<file path="src/sv/cta_pkg.sv">
// Shared types and constants for the CIGAR to alignment block converter.
// No dependencies.
`timescale 1ns / 1ps
`default_nettype none

package cta_pkg;

    localparam int REF_W    = 31;
    localparam int OP_W     = 4;
    localparam int LEN_W    = 28;
    localparam int POS_W    = 32;
    localparam int CNT_W    = 16;
    localparam int KIND_W   = 2;
    localparam int FIFO_DEPTH = 4;

    localparam logic [OP_W-1:0] OP_M  = 4'd0;
    localparam logic [OP_W-1:0] OP_I  = 4'd1;
    localparam logic [OP_W-1:0] OP_D  = 4'd2;
    localparam logic [OP_W-1:0] OP_N  = 4'd3;
    localparam logic [OP_W-1:0] OP_S  = 4'd4;
    localparam logic [OP_W-1:0] OP_H  = 4'd5;
    localparam logic [OP_W-1:0] OP_P  = 4'd6;
    localparam logic [OP_W-1:0] OP_EQ = 4'd7;
    localparam logic [OP_W-1:0] OP_X  = 4'd8;

    localparam logic [KIND_W-1:0] KIND_BLOCK       = 2'd0;
    localparam logic [KIND_W-1:0] KIND_SUMMARY     = 2'd1;
    localparam logic [KIND_W-1:0] KIND_SUMMARY_ERR = 2'd2;

    typedef struct packed {
        logic             first_element;
        logic [REF_W-1:0] ref_start;
        logic             reverse_strand;
        logic [OP_W-1:0]  op_kind;
        logic [LEN_W-1:0] op_length;
        logic             last_element;
    } item_t;

    typedef struct packed {
        logic [KIND_W-1:0] result_kind;
        logic [LEN_W-1:0]  block_size;
        logic [POS_W-1:0]  query_start;
        logic [POS_W-1:0]  target_start;
        logic [POS_W-1:0]  query_end;
        logic [POS_W-1:0]  target_end;
        logic [POS_W-1:0]  query_size;
        logic [POS_W-1:0]  match_count;
        logic [POS_W-1:0]  mismatch_count;
        logic [CNT_W-1:0]  block_count;
        logic              no_blocks;
        logic              last;
    } result_t;

    // results produced by one item: first slot, optional second slot
    typedef struct packed {
        logic [1:0] cnt;
        result_t    res_a;
        result_t    res_b;
    } push_t;

endpackage

`default_nettype wire

</file>
<file path="src/sv/cta_core.sv">
// Record state and per-element update; builds block and summary results.
// Depends on cta_pkg.
`timescale 1ns / 1ps
`default_nettype none

module cta_core (
    input  wire logic          clk,
    input  wire logic          rst_n,
    input  wire logic          advance,
    input  wire logic          include_hc,
    input  wire cta_pkg::item_t item,
    output cta_pkg::push_t     push
);
    import cta_pkg::*;

    function automatic logic [POS_W-1:0] sat_add(input logic [POS_W-1:0] a,
                                                 input logic [LEN_W-1:0] n);
        logic [POS_W:0] s;
        s = {1'b0, a} + {{(POS_W+1-LEN_W){1'b0}}, n};
        return s[POS_W] ? {POS_W{1'b1}} : s[POS_W-1:0];
    endfunction

    function automatic logic [POS_W-1:0] sat_sub(input logic [POS_W-1:0] a,
                                                 input logic [POS_W-1:0] b);
        return (a > b) ? (a - b) : '0;
    endfunction

    logic [POS_W-1:0] tpos_reg, tpos_next, qpos_reg, qpos_next;
    logic [POS_W-1:0] qtot_reg, qtot_next, mtot_reg, mtot_next, xtot_reg, xtot_next;
    logic [CNT_W-1:0] blocks_reg, blocks_next;
    logic [POS_W-1:0] fqs_reg, fqs_next, fts_reg, fts_next;
    logic [POS_W-1:0] lqe_reg, lqe_next, lte_reg, lte_next;
    logic             rev_reg, rev_next, bad_reg, bad_next;

    logic [POS_W-1:0] tpos_e, qpos_e, qtot_e, mtot_e, xtot_e;
    logic [CNT_W-1:0] blocks_e;
    logic [POS_W-1:0] fqs_e, fts_e, lqe_e, lte_e;
    logic             rev_e, bad_e;
    logic             is_blk;
    logic [POS_W-1:0] qs, qe, ts, te;
    result_t          blk_res, sum_res;

    always_comb
    begin
        if (item.first_element)
        begin
            tpos_e   = {1'b0, item.ref_start};
            qpos_e   = '0;
            qtot_e   = '0;
            mtot_e   = '0;
            xtot_e   = '0;
            blocks_e = '0;
            fqs_e    = '0;
            fts_e    = '0;
            lqe_e    = '0;
            lte_e    = '0;
            rev_e    = item.reverse_strand;
            bad_e    = 1'b0;
        end
        else
        begin
            tpos_e   = tpos_reg;
            qpos_e   = qpos_reg;
            qtot_e   = qtot_reg;
            mtot_e   = mtot_reg;
            xtot_e   = xtot_reg;
            blocks_e = blocks_reg;
            fqs_e    = fqs_reg;
            fts_e    = fts_reg;
            lqe_e    = lqe_reg;
            lte_e    = lte_reg;
            rev_e    = rev_reg;
            bad_e    = bad_reg;
        end

        tpos_next   = tpos_e;
        qpos_next   = qpos_e;
        qtot_next   = qtot_e;
        mtot_next   = mtot_e;
        xtot_next   = xtot_e;
        blocks_next = blocks_e;
        fqs_next    = fqs_e;
        fts_next    = fts_e;
        lqe_next    = lqe_e;
        lte_next    = lte_e;
        rev_next    = rev_e;
        bad_next    = bad_e;
        is_blk      = 1'b0;

        case (item.op_kind)
            OP_M, OP_EQ, OP_X:
            begin
                is_blk = 1'b1;
                if (blocks_e == '0)
                begin
                    fqs_next = qpos_e;
                    fts_next = tpos_e;
                end
                tpos_next = sat_add(tpos_e, item.op_length);
                qpos_next = sat_add(qpos_e, item.op_length);
                lqe_next  = qpos_next;
                lte_next  = tpos_next;
                qtot_next = sat_add(qtot_e, item.op_length);
                if (blocks_e != {CNT_W{1'b1}})
                    blocks_next = blocks_e + CNT_W'(1);
                if (item.op_kind == OP_X)
                    xtot_next = sat_add(xtot_e, item.op_length);
                else
                    mtot_next = sat_add(mtot_e, item.op_length);
            end
            OP_I, OP_S:
            begin
                qpos_next = sat_add(qpos_e, item.op_length);
                qtot_next = sat_add(qtot_e, item.op_length);
            end
            OP_D, OP_N:
            begin
                tpos_next = sat_add(tpos_e, item.op_length);
            end
            OP_H:
            begin
                if (include_hc)
                begin
                    qpos_next = sat_add(qpos_e, item.op_length);
                    qtot_next = sat_add(qtot_e, item.op_length);
                end
            end
            OP_P:
            begin
            end
            default:
            begin
                bad_next = 1'b1;
            end
        endcase

        qs = '0;
        qe = '0;
        ts = '0;
        te = '0;
        if (blocks_next != '0)
        begin
            ts = fts_next;
            te = lte_next;
            if (rev_next)
            begin
                qs = sat_sub(qtot_next, lqe_next);
                qe = sat_sub(qtot_next, fqs_next);
            end
            else
            begin
                qs = fqs_next;
                qe = lqe_next;
            end
        end

        blk_res              = '0;
        blk_res.result_kind  = KIND_BLOCK;
        blk_res.block_size   = item.op_length;
        blk_res.query_start  = qpos_e;
        blk_res.target_start = tpos_e;

        sum_res                = '0;
        sum_res.result_kind    = bad_next ? KIND_SUMMARY_ERR : KIND_SUMMARY;
        sum_res.query_start    = qs;
        sum_res.target_start   = ts;
        sum_res.query_end      = qe;
        sum_res.target_end     = te;
        sum_res.query_size     = qtot_next;
        sum_res.match_count    = mtot_next;
        sum_res.mismatch_count = xtot_next;
        sum_res.block_count    = blocks_next;
        sum_res.no_blocks      = (blocks_next == '0);
        sum_res.last           = 1'b1;

        push.cnt   = {1'b0, is_blk} + {1'b0, item.last_element};
        push.res_a = is_blk ? blk_res : sum_res;
        push.res_b = sum_res;
    end

    always_ff @(posedge clk or negedge rst_n)
    begin
        if (!rst_n)
        begin
            tpos_reg   <= '0;
            qpos_reg   <= '0;
            qtot_reg   <= '0;
            mtot_reg   <= '0;
            xtot_reg   <= '0;
            blocks_reg <= '0;
            fqs_reg    <= '0;
            fts_reg    <= '0;
            lqe_reg    <= '0;
            lte_reg    <= '0;
            rev_reg    <= 1'b0;
            bad_reg    <= 1'b0;
        end
        else if (advance)
        begin
            tpos_reg   <= tpos_next;
            qpos_reg   <= qpos_next;
            qtot_reg   <= qtot_next;
            mtot_reg   <= mtot_next;
            xtot_reg   <= xtot_next;
            blocks_reg <= blocks_next;
            fqs_reg    <= fqs_next;
            fts_reg    <= fts_next;
            lqe_reg    <= lqe_next;
            lte_reg    <= lte_next;
            rev_reg    <= rev_next;
            bad_reg    <= bad_next;
        end
    end

endmodule

`default_nettype wire

</file>
<file path="src/sv/cta_fifo.sv">
// Result queue: takes up to two results per cycle, delivers one per cycle while pop is high.
// Depends on cta_pkg.
`timescale 1ns / 1ps
`default_nettype none

module cta_fifo (
    input  wire logic              clk,
    input  wire logic              rst_n,
    input  wire logic              push_en,
    input  wire cta_pkg::push_t    push,
    input  wire logic              pop,
    output cta_pkg::result_t       head,
    output logic                   not_empty,
    output logic [$clog2(cta_pkg::FIFO_DEPTH):0] count
);
    import cta_pkg::*;

    localparam int PW = $clog2(FIFO_DEPTH);

    result_t         mem [FIFO_DEPTH];
    logic [PW-1:0]   wr_ptr_reg, wr_ptr_next, rd_ptr_reg, rd_ptr_next;
    logic [PW:0]     count_reg, count_next;
    logic [1:0]      n_push;
    logic            do_pop;

    assign not_empty = (count_reg != '0);
    assign head      = mem[rd_ptr_reg];
    assign count     = count_reg;
    assign do_pop    = pop && not_empty;
    assign n_push    = push_en ? push.cnt : 2'd0;

    always_comb
    begin
        wr_ptr_next = wr_ptr_reg + PW'(n_push);
        rd_ptr_next = rd_ptr_reg + PW'(do_pop);
        count_next  = count_reg + (PW+1)'(n_push) - (PW+1)'(do_pop);
    end

    always_ff @(posedge clk)
    begin
        if (n_push != 2'd0)
            mem[wr_ptr_reg] <= push.res_a;
        if (n_push == 2'd2)
            mem[wr_ptr_reg + PW'(1)] <= push.res_b;
    end

    always_ff @(posedge clk or negedge rst_n)
    begin
        if (!rst_n)
        begin
            wr_ptr_reg <= '0;
            rd_ptr_reg <= '0;
            count_reg  <= '0;
        end
        else
        begin
            wr_ptr_reg <= wr_ptr_next;
            rd_ptr_reg <= rd_ptr_next;
            count_reg  <= count_next;
        end
    end

endmodule

`default_nettype wire

</file>
<file path="src/sv/cigar_to_alignment_blocks.sv">
// CIGAR element stream to aligned blocks and record summaries.
// An accepted item is registered, then its results are written to the result queue.
// Throughput: one item per cycle while in_stall is low; an item giving both a block
// and a summary pushes two results into a 4-entry result queue that drains one at a time.
// Reset clears record state, the hard-clip register and the queue.
// Depends on cta_pkg, cta_core, cta_fifo.
`timescale 1ns / 1ps
`default_nettype none

module cigar_to_alignment_blocks (
    input  wire logic                           clk,
    input  wire logic                           rst_n,
    input  wire logic                           cfg_write,
    input  wire logic                           cfg_data,
    input  wire logic                           in_valid,
    output logic                                in_stall,
    input  wire logic                           first_element,
    input  wire logic [cta_pkg::REF_W-1:0]      ref_start,
    input  wire logic                           reverse_strand,
    input  wire logic [cta_pkg::OP_W-1:0]       op_kind,
    input  wire logic [cta_pkg::LEN_W-1:0]      op_length,
    input  wire logic                           last_element,
    output logic                                out_valid,
    input  wire logic                           out_stall,
    output logic [cta_pkg::KIND_W-1:0]          result_kind,
    output logic [cta_pkg::LEN_W-1:0]           block_size,
    output logic [cta_pkg::POS_W-1:0]           query_start,
    output logic [cta_pkg::POS_W-1:0]           target_start,
    output logic [cta_pkg::POS_W-1:0]           query_end,
    output logic [cta_pkg::POS_W-1:0]           target_end,
    output logic [cta_pkg::POS_W-1:0]           query_size,
    output logic [cta_pkg::POS_W-1:0]           match_count,
    output logic [cta_pkg::POS_W-1:0]           mismatch_count,
    output logic [cta_pkg::CNT_W-1:0]           block_count,
    output logic                                no_blocks,
    output logic                                last
);
    import cta_pkg::*;

    localparam int CW = $clog2(FIFO_DEPTH) + 1;

    logic          hc_reg;
    logic          item_valid_reg, item_valid_next;
    item_t         item_reg;
    logic          accept, advance;
    push_t         push;
    result_t       head;
    logic [CW-1:0] q_count;
    logic [CW:0]   q_need;

    assign q_need   = {1'b0, q_count} + (CW+1)'(push.cnt);
    assign advance  = item_valid_reg && (q_need <= (CW+1)'(FIFO_DEPTH));
    assign in_stall = item_valid_reg && !advance;
    assign accept   = in_valid && !in_stall;

    always_comb
    begin
        if (accept)
            item_valid_next = 1'b1;
        else if (advance)
            item_valid_next = 1'b0;
        else
            item_valid_next = item_valid_reg;
    end

    always_ff @(posedge clk or negedge rst_n)
    begin
        if (!rst_n)
        begin
            hc_reg         <= 1'b0;
            item_valid_reg <= 1'b0;
        end
        else
        begin
            if (cfg_write)
                hc_reg <= cfg_data;
            item_valid_reg <= item_valid_next;
        end
    end

    always_ff @(posedge clk)
    begin
        if (accept)
        begin
            item_reg.first_element  <= first_element;
            item_reg.ref_start      <= ref_start;
            item_reg.reverse_strand <= reverse_strand;
            item_reg.op_kind        <= op_kind;
            item_reg.op_length      <= op_length;
            item_reg.last_element   <= last_element;
        end
    end

    cta_core u_core (
        .clk        (clk),
        .rst_n      (rst_n),
        .advance    (advance),
        .include_hc (hc_reg),
        .item       (item_reg),
        .push       (push)
    );

    cta_fifo u_fifo (
        .clk       (clk),
        .rst_n     (rst_n),
        .push_en   (advance),
        .push      (push),
        .pop       (!out_stall),
        .head      (head),
        .not_empty (out_valid),
        .count     (q_count)
    );

    assign result_kind    = head.result_kind;
    assign block_size     = head.block_size;
    assign query_start    = head.query_start;
    assign target_start   = head.target_start;
    assign query_end      = head.query_end;
    assign target_end     = head.target_end;
    assign query_size     = head.query_size;
    assign match_count    = head.match_count;
    assign mismatch_count = head.mismatch_count;
    assign block_count    = head.block_count;
    assign no_blocks      = head.no_blocks;
    assign last           = head.last;

endmodule

`default_nettype wire

</file>
<file path="config.mk">
export PLATFORM = sky130hd
export DESIGN_NAME = cigar_to_alignment_blocks
export DESIGN_NICKNAME = d
export VERILOG_FILES = /design/src/sv/cta_pkg.sv /design/src/sv/cta_core.sv /design/src/sv/cta_fifo.sv /design/src/sv/cigar_to_alignment_blocks.sv
export SDC_FILE = /design/constraint.sdc
export NUM_CORES = 2
export LEC_CHECK = 0
export BUFFER_PORTS_ARGS = -buffer_cell sky130_fd_sc_hd__buf_2
export CORE_AREA = 5 5 421 423
export CTS_CLUSTER_DIAMETER = 120
export CTS_CLUSTER_SIZE = 28
export DETAILED_ROUTE_END_ITERATION = 7
export DIE_AREA = 0 0 426 428
export GPL_TIMING_DRIVEN = 1
export PLACE_DENSITY = 0.75
export SLEW_MARGIN = 40
export SYNTH_ARGS = -nofsm -noshare
export SYNTH_HDL_FRONTEND = slang
export SYNTH_HIERARCHICAL = 1
export SYNTH_SLANG_ARGS = --single-unit
</file>
<file path="constraint.sdc">
create_clock -name clk -period 41.4 [get_ports clk]
set_clock_uncertainty 0.2 [all_clocks]
set_input_delay 8.28 -clock clk [delete_from_list [all_inputs] [get_ports clk]]
set_output_delay 8.28 -clock clk [all_outputs]
set_load 0.05 [all_outputs]
</file>
### Yosys cells after proc, flatten, opt, wreduce, memory -nomap -nowiden

Memory sizes are Yosys's and may differ from the RTL's.
Index checks and enable logic that the tools add are counted.
W data, S select, Z words.

| storage, ports and cells | value |
|---|---|
| register bits after elaboration | 381 |
| memory bits (writable) | 1088 |
| bits of input ports | 72 |
| logic and storage cells | 123 |
| memories kept | 1 |

| cells by class | value |
|---|---|
| add/sub/neg operators | 15 |
| order comparisons | 3 |
| eq/ne operators | 10 |
| multiplexer cells | 53 |
| reduce and logical (&&, ||, !) cells | 18 |

Memory list:

| name | depth | width | read ports | clocked after memory_dff | write ports | line | RTL |
|---|---|---|---|---|---|---|---|
| u_fifo.mem | 4 | 272 | 1 | 0 | 2 | cta_fifo.sv:20 | `result_t mem [FIFO_DEPTH];` |

Operators by type and width:

| operator | count |
|---|---|
| $mux W32 | 35 |
| $mux W272 | 1 |
| $add A32 B28 Y33 | 5 |
| $pmux W32 S2 | 2 |
| $gt A32 B32 Y1 | 2 |
| $sub A32 B32 Y32 | 2 |
| $mux W16 | 3 |
| $logic_not A16 Y1 | 2 |
| $add A16 B1 Y16 const B | 1 |
| $eq A4 B3 Y1 const B | 4 |
| $ne A16 B16 Y1 const B | 1 |
| $reduce_bool A16 Y1 | 1 |
| $mux W1 | 10 |
| $reduce_or A5 Y1 | 2 |
| $reduce_or A9 Y1 | 1 |
| $eq A4 B2 Y1 const B | 2 |
| $add A3 B2 Y4 | 1 |
| $eq A4 B1 Y1 const B | 1 |
| $eq A4 B4 Y1 const B | 1 |
| $le A4 B3 Y1 const B | 1 |
| $logic_and A1 B1 Y1 | 4 |
| $logic_not A4 Y1 | 1 |
| $mux W2 | 2 |
| $reduce_bool A2 Y1 | 2 |
| other kinds (10) | 12 |

### Logic depth before layout (Yosys ltp)

| logic depth | value |
|---|---|
| depth in word-level cells | 12 |
| mapped depth | 33 |
| mapped depth without buffers | 26 |

### By module

Netlist, hierarchy kept.

By module, submodules not included:

| module | instances | cells each | area each (um2) | sequential area each (um2) |
|---|---|---|---|---|
| cta_fifo | 1 | 2674 | 52723.1 | 32846.5 |
| cta_core | 1 | 3991 | 31096.1 | 7657.3 |
| cigar_to_alignment_blocks | 1 | 84 | 2163.3 | 2031.9 |

### Worst setup path before layout

No wires, ideal clock.

| path | value |
|---|---|
| path type | register -> register |
| start | register item_reg[31] in the netlist's numbering |
| end | memory u_fifo/mem[1][0] in the netlist's numbering (enable) |
| setup time | 0.911 ns |
| arrival | 15.002 ns |
| required time | 40.289 ns |
| slack | 25.287 ns |
| stages on the path, launching flop included | 15 |
| buffers on the path | 5 |
| clock period less this slack | 16.113 ns |
| cell sequence | edfxtp_1 -> buf_2 -> or3_4 -> nand2_4 -> buf_1 -> clkbuf_1 -> clkbuf_1 -> buf_1 -> ha_1 -> ha_1 -> fa_1 -> xnor2_1 -> o221a_2 -> nand2_1 -> nor2_1 |

RTL lines:

| what | line | RTL |
|---|---|---|
| from (decl) | cigar_to_alignment_blocks.sv:44 | `item_t item_reg;` |
| to (decl) | cta_fifo.sv:20 |  |

==> results.cfg <==
[floorplan]
die_w_um = 426
io_pins = 346
die_y_um = 428
dieArea_um2 = 182000
floorplan.initialDensity = 0.497
coreArea_um2 = 173000
num_rows = 153

[worst_setup_path]
required_ns = 32.92
crit_path_end_kind = primary output
start_kind = flop
path_class = flop to primary output
cp_max_fo = 44
crit_arrival_ns = 4.57

[cells_and_area]
final_area_um2 = 92700
largest_reg_flops = 1088
fin_nets = 7190
area_delta_synth_final_pct = 7.82
layout-drive-gt1-share = 0.324
fin_cells = 9330

[global_routing]
grt_max_degree = 120
grt-ovfl-total = 0
antenna_found_initial = 57
grt_pass1_wl_mm = 402
grt_pass1_vias = 58467
grt_util_all_layers = 0.296

[clock_network]
cts_tree = yes
clk_path_buf_depth = 3
post_cts_buffers = 0
clock-root-buffer = clkbuf_16
postCtsResizedCells = 0
clk_pin_slew_worst_paths_ns = 0.11
clock-sinks = 1469
cts_buffers = 66
clock_latency_ns = 0.76
hold_buffers = 0
htreeDepth = 3

[outcome]
status = finished, final reports clean

[timing]
fmax_mhz = 76.6
setup_viol = 0
min_period_ns = 13.05
hold_viol = 0
post-route-period-util = 0.315
rsz0062_at_grt = no
tightest_slew_ns = 1.02
fin_tns_setup_ns = 0
slew_headroom = 0.313
slew_viol_final = 0

[synthesis]
synth-edff-count = 1154
async_flop_share = 0.214
synth_cell_types = 102
synth_adder_area_share = 0.0332
synth_flop_cell = edfxtp_1
muxShareOfSynthArea = 0.243
synth-simple-area-share = 0.0830
synthXorXnorAreaFrac = 0.0192
syn-cell-area_um2 = 86000
ys_warn_count = 6
synth_top_area_frac = 0.403
synth_cells = 6749
ys_seq_area_frac = 0.495
synth_area_leader_cell = edfxtp_1
synth-seq-cells = 1469
synth_top_family_by_area = multiplexers
synth_compound_area_frac = 0.0964
syn-mean-instance-area_um2 = 12.7
synth_area_leaders = edfxtp_1 (40%), mux2_2 (15%), dfrtp_1 (9.2%), mux4_2 (7.1%), ha_1 (3.1%)

[routing]
wl_mm = 278
dr.pass1.iters = 6
routedWlPerCell_um = 29.8
dr_wl_met2_mm = 131
drtIter0Drc = 6564
vias_per_cell = 6.40
wl_met1_mm = 107
met3_length_mm = 19.5
top_layer_used = met5
vias = 59729
drc = 0
antenna_left = 0

[place]
port_buffers = 345
place_hpwl_mm = 192
placed_area_um2 = 90200
place_congestion = 0.945
place_inst = 9147

[job]
drv_cap = 0

[hold_path]
hold_path.class = flop to flop
[layer usage]
layer / track usage / up-vias
met2: 0.465 / 2860
met5: 0 / -
met4: 0.194 / 6
met3: 0.0478 / 660
met1: 0.379 / 30195
li1: - / 26008
[metrics by stage]
step | hold WS, ns | setup WS [ns] | utilization
after global routing | 0.294 | 28.01 | 0.536
final | 0.266 | 28.35 | 0.536
after CTS | 0.271 | 28.04 | 0.534
after global placement | 0.243 | 28.72 | 0.520
after floorplan | 0.231 | 25.29 | -
after detailed placement | 0.248 | 28.87 | 0.521
[cells in the final DEF (no fill, tap or decap), types with 21 or more instances in the layout]
master / instances
and2_1: 104
mux2_2: 1168
o21a_1: 28
nand2b_1: 39
o21ai_0: 213
xnor2_1: 108
o211ai_1: 26
conb_1: 29
buf_6: 28
o31ai_1: 35
a31oi_1: 49
mux2i_1: 44
xor2_1: 80
a22oi_1: 71
clkbuf_16: 68
buf_4: 114
and3_1: 92
nor2_1: 516
a22o_1: 50
buf_2: 345
mux2_4: 80
a21o_1: 146
nor3_1: 64
a21oi_1: 321
inv_1: 112
diode_2: 56
a211oi_1: 29
nand3_1: 70
nand2_1: 336
clkbuf_1: 37
ha_1: 213
dfrtp_1: 313
nand4_1: 25
or2_2: 21
mux4_2: 272
edfxtp_1: 1154
o21bai_1: 31
nor2b_1: 125
[worst max-delay path, cell delays in order (launching register included)]
cell      delay [ns]
edfxtp_1        0.61
nand4b_1        0.17
buf_4           0.49
nand2_8         0.33
ha_1            0.65
ha_1            0.27
fa_1            0.45
o21ai_0         0.38
o22ai_1         0.18
buf_2           0.25
[cell usage after synthesis (all sizes together) (105+ instances only)]
cell type     n
nor2b       125
xnor2       108
and2        105
mux4        272
a21oi       335
clkbuf      211
mux2       1248
inv         116
dfrtp       315
o21ai       231
a21o        146
buf         245
ha          213
nor2        533
nand2       338
edfxtp     1154
[path summary, 6_finish.rpt]
kind | start | to | slack (ns) | cells past startpoint
setup reg to reg | item_reg[65] | u_fifo/mem[3][152] | 31.38 | 28
setup / recovery | item_reg[32] | in_stall | 28.35 | 9
max in group asynchronous | rst_n | u_core/mtot_reg[18] | 31.28 | 5
hold reg to reg | u_core/qtot_reg[24] | u_core/qtot_reg[24] | 0.27 | 2
hold / removal | u_core/qtot_reg[24] | u_core/qtot_reg[24] | 0.27 | 2
min in group asynchronous | rst_n | u_core/lte_reg[10] | 7.25 | 1
[area by class of cell]
class | count | area (um2)
fillers | 14289 | 80300
flip-flops and latches | 1469 | 42500
multi-input cells | 4735 | 41300
repair buffers | 508 | 3320
well taps | 2325 | 2910
clock buffers | 106 | 1850
inverters | 116 | 439
clock inverters | 15 | 235
diodes | 56 | 140
[kinds of logic (layout without fill, tap and decap cells)]
| group | Yosys count | in the layout |
|---|---|---|
| adders and majority gates | 223 | 223 |
| xor gates and xnor gates | 188 | 188 |
| other | 2 | 85 |
| buffers and inverters | 572 | 745 |
| DFF | 1469 | 1469 |
| and+or+nand+nor | 1492 | 1492 |
| muxes | 1565 | 1565 |
| AOI/OAI and AO/OA | 1238 | 1238 |
Power is left out: the tool's default activity adds up to more than one toggle a clock period on the data nets, which glitch-free logic cannot reach.
